<file path="config.mk">
export PLATFORM = sky130hd
export DESIGN_NAME = scan_to_global_points_top
export DESIGN_NICKNAME = d
export VERILOG_FILES = /design/src/rtl/stgp_pkg.sv /design/src/rtl/scan_to_global_points_top.sv
export VERILOG_INCLUDE_DIRS = /design/src /design/src/rtl
export SDC_FILE = /design/constraint.sdc
export NUM_CORES = 2
export LEC_CHECK = 0
export ABC_AREA = 1
export BUFFER_PORTS_ARGS = -buffer_cell sky130_fd_sc_hd__clkbuf_2
export CORE_MARGIN = 2
export CORE_UTILIZATION = 45
export CTS_CLUSTER_SIZE = 28
export DETAILED_ROUTE_END_ITERATION = 6
export GPL_TIMING_DRIVEN = 1
export HOLD_SLACK_MARGIN = 0.08
export PLACE_DENSITY = 0.74
export SETUP_SLACK_MARGIN = 0.05
export SLEW_MARGIN = 30
export SYNTH_ARGS = -nofsm -noshare
export SYNTH_HDL_FRONTEND = slang
export SYNTH_SLANG_ARGS = --single-unit
export TNS_END_PERCENT = 30
</file>
<file path="constraint.sdc">
create_clock -name clk -period 23.3 [get_ports clk]
set_input_delay 0 -clock clk [delete_from_list [all_inputs] [get_ports clk]]
set_output_delay 0 -clock clk [all_outputs]
set_load 0.05 [all_outputs]
</file>
<file path="src/rtl/scan_to_global_points_top_assert.svh">
// Assertion macros shared by the scan-to-global-points RTL.
// Expects signals named clk and rst_n in the scope of each use.
`ifndef SCAN_TO_GLOBAL_POINTS_TOP_ASSERT_SVH
`define SCAN_TO_GLOBAL_POINTS_TOP_ASSERT_SVH

// Same-cycle implication, switched off while reset is held
`define STGP_ASSERT(lbl, ante, cons, msg) \
  lbl: assert property (@(posedge clk) disable iff (!rst_n) (ante) |-> (cons)) \
    else $error(msg);

// Next-cycle implication, switched off while reset is held
`define STGP_ASSERT_NEXT(lbl, ante, cons, msg) \
  lbl: assert property (@(posedge clk) disable iff (!rst_n) (ante) |=> (cons)) \
    else $error(msg);

`endif

</file>
<file path="src/rtl/stgp_pkg.sv">
// Package for the scan-to-global-points block: transaction structs, widths,
// microcode field encodings and the microcode program. No dependencies.
`timescale 1ns / 1ps
`default_nettype none

package stgp_pkg;

  // Fixed widths
  localparam int COORD_BITS     = 24;
  localparam int TRIG_BITS      = 16;
  localparam int RANGE_BITS     = 16;
  localparam int CNT_BITS       = 10;
  localparam int TRIG_FRAC_BITS = 14;
  // local point: |range*trig| >> 14 stays within +-3000
  localparam int LOC_W          = 13;
  // multiplier B operand: kept range (< 1500) or a local coordinate
  localparam int MB_W           = 13;
  localparam int PROD_W         = TRIG_BITS + MB_W;
  // sum of two rotation products stays below 2^28
  localparam int ACC_W          = PROD_W;
  localparam int HALF_W         = ACC_W - TRIG_FRAC_BITS;
  localparam int STEP_W         = 3;

  localparam logic [RANGE_BITS-1:0] RANGE_CEILING = 16'd1500;
  localparam logic [RANGE_BITS-1:0] MIN_RANGE_RST = 16'd0;
  localparam logic [RANGE_BITS-1:0] MAX_RANGE_RST = 16'd1500;

  // Register index, taken from paddr[2]
  localparam logic REG_MIN_RANGE = 1'b0;
  localparam logic REG_MAX_RANGE = 1'b1;

  typedef logic signed [COORD_BITS-1:0] coord_t;
  typedef logic signed [TRIG_BITS-1:0]  trig_t;

  localparam coord_t COORD_MAX = {1'b0, {(COORD_BITS-1){1'b1}}};
  localparam coord_t COORD_MIN = {1'b1, {(COORD_BITS-1){1'b0}}};

  typedef struct packed {
    logic [RANGE_BITS-1:0] beam_range;
    trig_t                 beam_cos;
    trig_t                 beam_sin;
    trig_t                 head_cos;
    trig_t                 head_sin;
    coord_t                pose_x;
    coord_t                pose_y;
    logic                  scan_start;
  } in_t;

  typedef struct packed {
    coord_t                point_x;
    coord_t                point_y;
    logic [CNT_BITS-1:0]   point_number;
    coord_t                box_min_x;
    coord_t                box_max_x;
    coord_t                box_min_y;
    coord_t                box_max_y;
  } out_t;

  // Multiplier operand pair
  typedef enum logic [2:0] {
    MS_RNG_BC,
    MS_RNG_BS,
    MS_HC_LX,
    MS_HS_LY,
    MS_HS_LX,
    MS_HC_LY
  } mul_sel_t;

  // What happens to last cycle's product
  typedef enum logic [2:0] {
    PO_NONE,
    PO_LX,
    PO_LY,
    PO_LOAD,
    PO_ADD,
    PO_SUB
  } prod_op_t;

  // Finishing a global coordinate from the accumulator
  typedef enum logic [1:0] {
    FN_NONE,
    FN_GX,
    FN_GY
  } fin_t;

  typedef struct packed {
    mul_sel_t msel;
    prod_op_t pop;
    fin_t     fin;
    logic     jmp_drop;  // leave the program if the beam is rejected
    logic     last;      // final step: emit the transaction
  } ucw_t;

  // Microcode program, one control word per step
  function automatic ucw_t ucode(input logic [STEP_W-1:0] step);
    ucw_t w;
    w = '{msel: MS_RNG_BC, pop: PO_NONE, fin: FN_NONE, jmp_drop: 1'b0, last: 1'b0};
    unique case (step)
      3'd0: begin
        w.msel     = MS_RNG_BC;
        w.jmp_drop = 1'b1;
      end
      3'd1: begin
        w.msel = MS_RNG_BS;
        w.pop  = PO_LX;
      end
      3'd2: begin
        w.msel = MS_HC_LX;
        w.pop  = PO_LY;
      end
      3'd3: begin
        w.msel = MS_HS_LY;
        w.pop  = PO_LOAD;
      end
      3'd4: begin
        w.msel = MS_HS_LX;
        w.pop  = PO_SUB;
      end
      3'd5: begin
        w.msel = MS_HC_LY;
        w.pop  = PO_LOAD;
        w.fin  = FN_GX;
      end
      3'd6: begin
        w.pop = PO_ADD;
      end
      3'd7: begin
        w.fin  = FN_GY;
        w.last = 1'b1;
      end
    endcase
    return w;
  endfunction

  // Clamp a one-bit-wider sum to the coordinate range
  function automatic coord_t sat_coord(input logic signed [COORD_BITS:0] v);
    coord_t r;
    if (v[COORD_BITS] != v[COORD_BITS-1]) begin
      r = v[COORD_BITS] ? COORD_MIN : COORD_MAX;
    end else begin
      r = v[COORD_BITS-1:0];
    end
    return r;
  endfunction

endpackage

`default_nettype wire

</file>
<file path="src/rtl/scan_to_global_points_top.sv">
// Top level of the scan-to-global-points block: microcoded sequencer driving
// one shared multiplier, APB register file and the result register.
// Depends on stgp_pkg and scan_to_global_points_top_assert.svh.
//
// Usage:
//  - Input channel (in_valid/in_ready/in_data): one laser beam per
//    transaction with its range, bearing cos/sin, heading cos/sin and pose.
//  - Output channel (out_valid/out_ready/out_data): one transaction per kept
//    beam: global point, its number within the scan and the bounding box.
//  - APB port: min_range at 0x0, max_range at 0x4; write only while idle.
//  - in_ready is high while the sequencer is idle. A kept beam runs an
//    eight-step program on one 16x13 multiplier (one product per step), so
//    the next beam is taken only after the program ends and its result is
//    registered. A rejected beam leaves after the first step, with no result.
//  - The result sits in an output register; if the receiver stalls, the
//    final step waits until that register is free, and input stays blocked.
//  - Reset sets min_range 0, max_range 1500, an empty bounding box and the
//    point number to zero. scan_start clears the point number on acceptance.
`timescale 1ns / 1ps
`default_nettype none

`include "scan_to_global_points_top_assert.svh"

module scan_to_global_points_top
  import stgp_pkg::*;
(
  input  wire logic        clk,
  input  wire logic        rst_n,
  input  wire logic        in_valid,
  output logic             in_ready,
  input  wire in_t         in_data,
  output logic             out_valid,
  input  wire logic        out_ready,
  output out_t             out_data,
  input  wire logic        psel,
  input  wire logic        penable,
  input  wire logic        pwrite,
  input  wire logic [2:0]  paddr,
  input  wire logic [31:0] pwdata,
  output logic [31:0]      prdata,
  output logic             pready
);

  // Registers
  logic                    busy_r;
  logic [STEP_W-1:0]       step_r;
  logic [RANGE_BITS-1:0]   min_range_r;
  logic [RANGE_BITS-1:0]   max_range_r;
  logic [CNT_BITS-1:0]     cnt_r;
  coord_t                  lowest_x_r;
  coord_t                  highest_x_r;
  coord_t                  lowest_y_r;
  coord_t                  highest_y_r;
  logic                    out_valid_r;
  out_t                    out_r;
  in_t                     in_r;
  logic signed [PROD_W-1:0] prod_r;
  logic signed [ACC_W-1:0]  acc_r;
  logic signed [LOC_W-1:0]  lx_r;
  logic signed [LOC_W-1:0]  ly_r;
  coord_t                  gx_r;

  // Combinational
  ucw_t                     ucw;
  logic                     in_fire;
  logic                     cfg_wr;
  logic                     drop_w;
  logic                     hold_w;
  logic                     emit_w;
  trig_t                    op_a;
  logic signed [MB_W-1:0]   op_b;
  logic signed [PROD_W-1:0] prod_nxt;
  logic signed [ACC_W-1:0]  acc_nxt;
  coord_t                   pose_sel;
  logic signed [COORD_BITS:0] gsum_w;
  coord_t                   gsat_w;
  coord_t                   low_y_nxt;
  coord_t                   high_y_nxt;
  logic                     in_box_w;

  assign ucw      = ucode(step_r);
  assign in_ready = !busy_r;
  assign in_fire  = in_valid && in_ready;
  assign pready   = 1'b1;
  assign cfg_wr   = psel && penable && pwrite && pready;

  // Register reads
  always_comb begin
    prdata = '0;
    unique case (paddr[2])
      REG_MIN_RANGE: prdata[RANGE_BITS-1:0] = min_range_r;
      REG_MAX_RANGE: prdata[RANGE_BITS-1:0] = max_range_r;
    endcase
  end

  // Range gate, judged in the first step
  assign drop_w = (in_r.beam_range >= max_range_r) || (in_r.beam_range <= min_range_r) ||
                  (in_r.beam_range >= RANGE_CEILING);

  // Final step waits while the output register is still occupied
  assign hold_w = ucw.last && out_valid_r && !out_ready;
  assign emit_w = busy_r && ucw.last && !hold_w;

  // Shared multiplier operand selection
  always_comb begin
    unique case (ucw.msel)
      MS_RNG_BC: begin
        op_a = in_r.beam_cos;
        op_b = $signed({1'b0, in_r.beam_range[MB_W-2:0]});
      end
      MS_RNG_BS: begin
        op_a = in_r.beam_sin;
        op_b = $signed({1'b0, in_r.beam_range[MB_W-2:0]});
      end
      MS_HC_LX: begin
        op_a = in_r.head_cos;
        op_b = lx_r;
      end
      MS_HS_LY: begin
        op_a = in_r.head_sin;
        op_b = ly_r;
      end
      MS_HS_LX: begin
        op_a = in_r.head_sin;
        op_b = lx_r;
      end
      MS_HC_LY: begin
        op_a = in_r.head_cos;
        op_b = ly_r;
      end
      default: begin
        op_a = in_r.beam_cos;
        op_b = lx_r;
      end
    endcase
  end

  assign prod_nxt = op_a * op_b;

  // Accumulator update from last step's product
  always_comb begin
    unique case (ucw.pop)
      PO_LOAD: acc_nxt = prod_r;
      PO_ADD:  acc_nxt = acc_r + prod_r;
      PO_SUB:  acc_nxt = acc_r - prod_r;
      default: acc_nxt = acc_r;
    endcase
  end

  // Global coordinate: floor shift, pose offset, saturation
  assign pose_sel = (ucw.fin == FN_GY) ? in_r.pose_y : in_r.pose_x;
  assign gsum_w   = {{(COORD_BITS+1-HALF_W){acc_r[ACC_W-1]}}, acc_r[ACC_W-1:TRIG_FRAC_BITS]} +
                    {pose_sel[COORD_BITS-1], pose_sel};
  assign gsat_w   = sat_coord(gsum_w);

  assign low_y_nxt  = (gsat_w < lowest_y_r)  ? gsat_w : lowest_y_r;
  assign high_y_nxt = (gsat_w > highest_y_r) ? gsat_w : highest_y_r;

  // Datapath registers
  always_ff @(posedge clk) begin
    if (in_fire) begin
      in_r <= in_data;
    end
    if (busy_r) begin
      prod_r <= prod_nxt;
      acc_r  <= acc_nxt;
      if (ucw.pop == PO_LX) begin
        lx_r <= prod_r[LOC_W+TRIG_FRAC_BITS-1:TRIG_FRAC_BITS];
      end
      if (ucw.pop == PO_LY) begin
        ly_r <= prod_r[LOC_W+TRIG_FRAC_BITS-1:TRIG_FRAC_BITS];
      end
      if (ucw.fin == FN_GX) begin
        gx_r <= gsat_w;
      end
    end
    if (emit_w) begin
      out_r.point_x      <= gx_r;
      out_r.point_y      <= gsat_w;
      out_r.point_number <= cnt_r;
      out_r.box_min_x    <= lowest_x_r;
      out_r.box_max_x    <= highest_x_r;
      out_r.box_min_y    <= low_y_nxt;
      out_r.box_max_y    <= high_y_nxt;
    end
  end

  // Sequencer, configuration, box and counter state
  always_ff @(posedge clk) begin
    if (!rst_n) begin
      busy_r      <= 1'b0;
      step_r      <= '0;
      min_range_r <= MIN_RANGE_RST;
      max_range_r <= MAX_RANGE_RST;
      cnt_r       <= '0;
      lowest_x_r  <= COORD_MAX;
      highest_x_r <= COORD_MIN;
      lowest_y_r  <= COORD_MAX;
      highest_y_r <= COORD_MIN;
      out_valid_r <= 1'b0;
    end else begin
      if (cfg_wr) begin
        unique case (paddr[2])
          REG_MIN_RANGE: min_range_r <= pwdata[RANGE_BITS-1:0];
          REG_MAX_RANGE: max_range_r <= pwdata[RANGE_BITS-1:0];
        endcase
      end

      // Result register occupancy
      if (emit_w) begin
        out_valid_r <= 1'b1;
      end else if (out_valid_r && out_ready) begin
        out_valid_r <= 1'b0;
      end

      if (in_fire) begin
        busy_r <= 1'b1;
        step_r <= '0;
        if (in_data.scan_start) begin
          cnt_r <= '0;
        end
      end else if (busy_r) begin
        priority if (ucw.jmp_drop && drop_w) begin
          busy_r <= 1'b0;
          step_r <= '0;
        end else if (hold_w) begin
          step_r <= step_r;
        end else if (ucw.last) begin
          busy_r      <= 1'b0;
          step_r      <= '0;
          cnt_r       <= cnt_r + 1'b1;
          lowest_y_r  <= low_y_nxt;
          highest_y_r <= high_y_nxt;
        end else begin
          step_r <= step_r + 1'b1;
          if (ucw.fin == FN_GX) begin
            if (gsat_w < lowest_x_r) begin
              lowest_x_r <= gsat_w;
            end
            if (gsat_w > highest_x_r) begin
              highest_x_r <= gsat_w;
            end
          end
        end
      end
    end
  end

  assign out_valid = out_valid_r;
  assign out_data  = out_r;

  // Held point lies inside the held box
  assign in_box_w = (out_r.box_min_x <= out_r.point_x) && (out_r.point_x <= out_r.box_max_x) &&
                    (out_r.box_min_y <= out_r.point_y) && (out_r.point_y <= out_r.box_max_y);

  // Checks
  `STGP_ASSERT(a_idle_step_zero, !busy_r, step_r == '0, "step counter not at zero while idle")
  `STGP_ASSERT(a_point_in_box, out_valid_r, in_box_w, "result point lies outside its bounding box")
  `STGP_ASSERT_NEXT(a_drop_frees, busy_r && !in_fire && ucw.jmp_drop && drop_w, !busy_r && (cnt_r == $past(cnt_r)), "rejected beam did not release the sequencer")
  `STGP_ASSERT_NEXT(a_emit_number, emit_w && !in_fire, out_valid_r && !busy_r && (out_r.point_number == $past(cnt_r)), "emitted transaction lost or misnumbered")

endmodule

`default_nettype wire
</file>
==> results.py <==
metrics = {
    "grt": {
        "use_met2_pct": 41.1,
        "grt_pass1_wl_mm": 135,
        "grt_pass1_vias": 25700,
        "grt.overflow.total": 0,
        "grt_max_degree": 94,
        "grt_usage_pct": 22.7,
        "antenna_found_initial": 1,
        "globalRouteMet3Util_pct": 3.20,
        "grt_use_met1_pct": 27.4,
        "grt-busiest-layer": "met2",
    },
    "hold_path": {
        "whs_path_depth": 2,
        "hold_class": "in2reg",
        "hold_path_end": "in_r[78]",
        "worstHoldStart": "in_data[78]",
    },
    "power": {
        "power.share.sequential_pct": 20.7,
        "clkPwrFrac_pct": 15.1,
        "comb_power_share_pct": 64.1,
        "vdd_drop_max_mv": 0.454,
        "power_density_nw_per_um2": 167,
        "internal_power_mw": 3.68,
        "power.switching_mw": 2.98,
        "p_leak_nw": 17.7,
        "swShare_pct": 44.8,
    },
    "sta": {
        "fin_ws_ns": 13.90,
        "hold_viol": 0,
        "fin_skew_ns": 0.0425,
        "tns_ns": 0,
        "rsz0062_at_grt": "no",
        "slew_violations": 0,
        "worstMarginPinSlew_ns": 0.875,
        "finalSetupViolations": 0,
        "timing.final.crit_period_ns": 9.40,
        "max_freq_ghz": 0.106,
        "slew_headroom_pct": 41.7,
        "min_period_over_period_pct": 40.3,
    },
    "setup_path": {
        "startpoint_type": "flop",
        "reg2reg_to": "prod_r[27]",
        "crit_top_cell": "inv_1",
        "rrSetupSlack_ns": 13.90,
        "ff2ff_path_depth": 33,
        "path_depth": 33,
        "crit_path_max_incr_delay_ns": 0.72,
        "r2r-start": "step_r[1]",
        "critical_path_class": "reg2reg",
        "crit_required_ns": 23.62,
        "cpMaxStageDelayCell": "nor2_1",
        "cp_max_fo": 14,
        "critPathTopFamily": "adder cells",
        "crit_arrival_ns": 9.71,
        "end_kind": "flop",
        "crit_buf_inv": 7,
    },
    "place": {
        "globalplace.congestion": 0.916,
        "place_area_um2": 35800,
        "pre_cts_slack_ns": 14.01,
        "portBuffers": 324,
        "hpwlAfterDp_mm": 60.7,
    },
    "floorplan": {
        "die_h_um": 275,
        "ioPinCount": 360,
        "die_area_um2": 75600,
        "row_count": 99,
        "core-area_um2": 72800,
        "start_util_pct": 45.4,
        "dieWidth_um": 275,
    },
    "synthesis": {
        "ys.flop_type": "edfxtp_1",
        "synth_cells": 3371,
        "yosys.area.top_type": "edfxtp_1",
        "synth_area_um2": 33000,
        "ys_types": 60,
        "ys_seq_elements": 533,
        "synth_edf_count": 390,
        "yosys.area.top_type_share_pct": 35.5,
        "async_reset_ff_share_pct": 0,
        "avgSynthCellArea_um2": 9.80,
        "ys_seq_area_share_pct": 44.1,
        "synth_area_leaders": "edfxtp_1, fa_1, ha_1, dfxtp_1, nand2_1",
        "yosys_warnings": 0,
    },
    "detailed_routing": {
        "wl_per_cell_um": 17.6,
        "dr_total_vias": 25523,
        "post_drt_via_cell_ratio": 5.20,
        "drt-pass1-iter-count": 5,
        "drtIter0Drc": 1913,
        "drcViolationCount": 0,
        "ant_nets": 0,
        "finalWirelength_mm": 86.6,
    },
    "finish": {
        "seq_area_um2": 14600,
        "fin_nets": 4531,
        "drive_above_1_share_pct": 13.9,
        "area_delta_synth_final_pct": 20.5,
        "fillerInstances": 6231,
        "multiInputGateArea_um2": 16100,
        "postLayoutCellArea_um2": 39800,
    },
    "run_status": {
        "status": "finished clean",
    },
    "cts": {
        "cts_max_level": 2,
        "numCtsBuffers": 57,
        "post_cts_resized": 0,
        "clock_tree.buffer_depth": 3,
        "cts_sinks": 533,
        "cts_setup_buffers": 0,
        "clk_pin_slew_ns": 0.06,
        "cts-root-buf": "clkbuf_16",
        "clock_latency_ns": 0.63,
        "cts_tree": "built",
    },
    "run": {
        "drv_cap": 0,
    },
}
==> metal layers <==
| layer | part of all wire, % | up-vias |
|---|---|---|
| met5 | 0 | - |
| met1 | 39 | 12161 |
| met4 | 3.9 | 0 |
| li1 | - | 12230 |
| met2 | 51 | 928 |
| met3 | 6.5 | 204 |
==> cells in the mapped netlist (all sizes together) (2+ instances only) <==
master	count
inv	509
a221oi	3
dfxtp	143
clkbuf	61
o211ai	6
nor3	15
a211oi	7
nor4	12
o21a	7
conb	2
or2	14
a22o	13
edfxtp	390
o221ai	7
a31oi	8
clkinv	3
xor2	64
mux2	23
xnor2	38
nand3b	17
o21ai	198
o31ai	3
nand4	30
fa	197
a21oi	270
a2111oi	3
nand3	124
buf	44
ha	261
and2	23
nor2	210
a31o	3
o21bai	6
and3	2
nand2	643
or3	3
==> through the flow <==
step                std cells  hold WS (ns)  power (mW)  util (%)
floorplan                3386        0.0989        4.57         -
global placement         4609         0.177        5.52      49.1
detailed placement       4609         0.179        5.60      49.1
CTS                      4906        0.0802        6.68      54.6
global route             4908        0.0869        7.36      54.7
finish                   4909        0.0855        6.66      54.7
==> flip-flops by register name, indices dropped and copies added (netlist names), 10 cells and up <==
| register | cells |
|---|---|
| out_data | 154 |
| in_r | 128 |
| acc_r | 29 |
| prod_r | 29 |
| gx_r | 24 |
| highest_x_r | 24 |
| highest_y_r | 24 |
| lowest_x_r | 24 |
| lowest_y_r | 24 |
| max_range_r | 16 |
| min_range_r | 16 |
| lx_r | 13 |
| ly_r | 13 |
| cnt_r | 10 |
==> power groups by stage <==
stage	Combinational [mW]	Clock (mW)	Sequential (mW)
final	4.27	1.01	1.38
after global routing	4.92	1.06	1.38
after CTS	4.29	1.02	1.38
after detailed placement	4.20	0	1.40
after global placement	4.12	0	1.40
after floorplan	3.20	0	1.37
==> cell usage in the layout (no fill, tap or decap), types with 17 or more instances in the layout <==
master         count
mux2_2            23
clkbuf_2         324
nand2_1          630
buf_4             43
nand3_1          119
dlygate4sd3_1    193
inv_1            502
edfxtp_1         390
nand4_1           30
nor2_1           204
a21oi_1          269
xnor2_1           38
and2_1            23
xor2_1            64
ha_1             261
conb_1            17
o21ai_0          179
clkbuf_16         59
dfxtp_1          143
fa_1             197
==> worst max-delay path by stage <==
stage	startpoint	to
floorplan	busy_r	highest_y_r[10]
finish	step_r[1]	prod_r[27]
global placement	step_r[1]	prod_r[27]
global route	step_r[1]	prod_r[27]
detailed placement	step_r[1]	prod_r[27]
CTS	step_r[1]	prod_r[27]
==> layout make-up <==
type	instances	area share (%)
Antenna cell	1	0.00628
Sequential cell	533	36.6
Clock buffer	71	3.92
Timing Repair Buffer	562	9.79
Tap cell	959	3.01
Inverter	512	4.85
Clock inverter	35	1.37
Multi-Input combinational cell	2236	40.5
==> worst reg2reg max path, delay by kind of cell, from the launching register on <==
kind	cells	cell delay [ns]
flops	1	0.44
xor+xnor	1	0.18
buf+inv	7	1.23
compound gates	8	1.77
fa+ha+maj	8	3.95
simple gates	9	1.53
==> cells by family after synthesis <==
kind of cell | share of synthesized area, %
mux | 0.784
flops | 44.1
compound gates | 9.01
fa+ha+maj | 21.8
buf+inv | 7.42
simple gates | 14.1
xor+xnor | 2.70
other cells | 0.0227
==> timing repair <==
action | in CTS | in global routing
hold buffers | 191 | 2
hold endpoints to repair | 188 | 1
setup endpoints to repair | 0 | 0
Power figures use the tool's default switching activity.
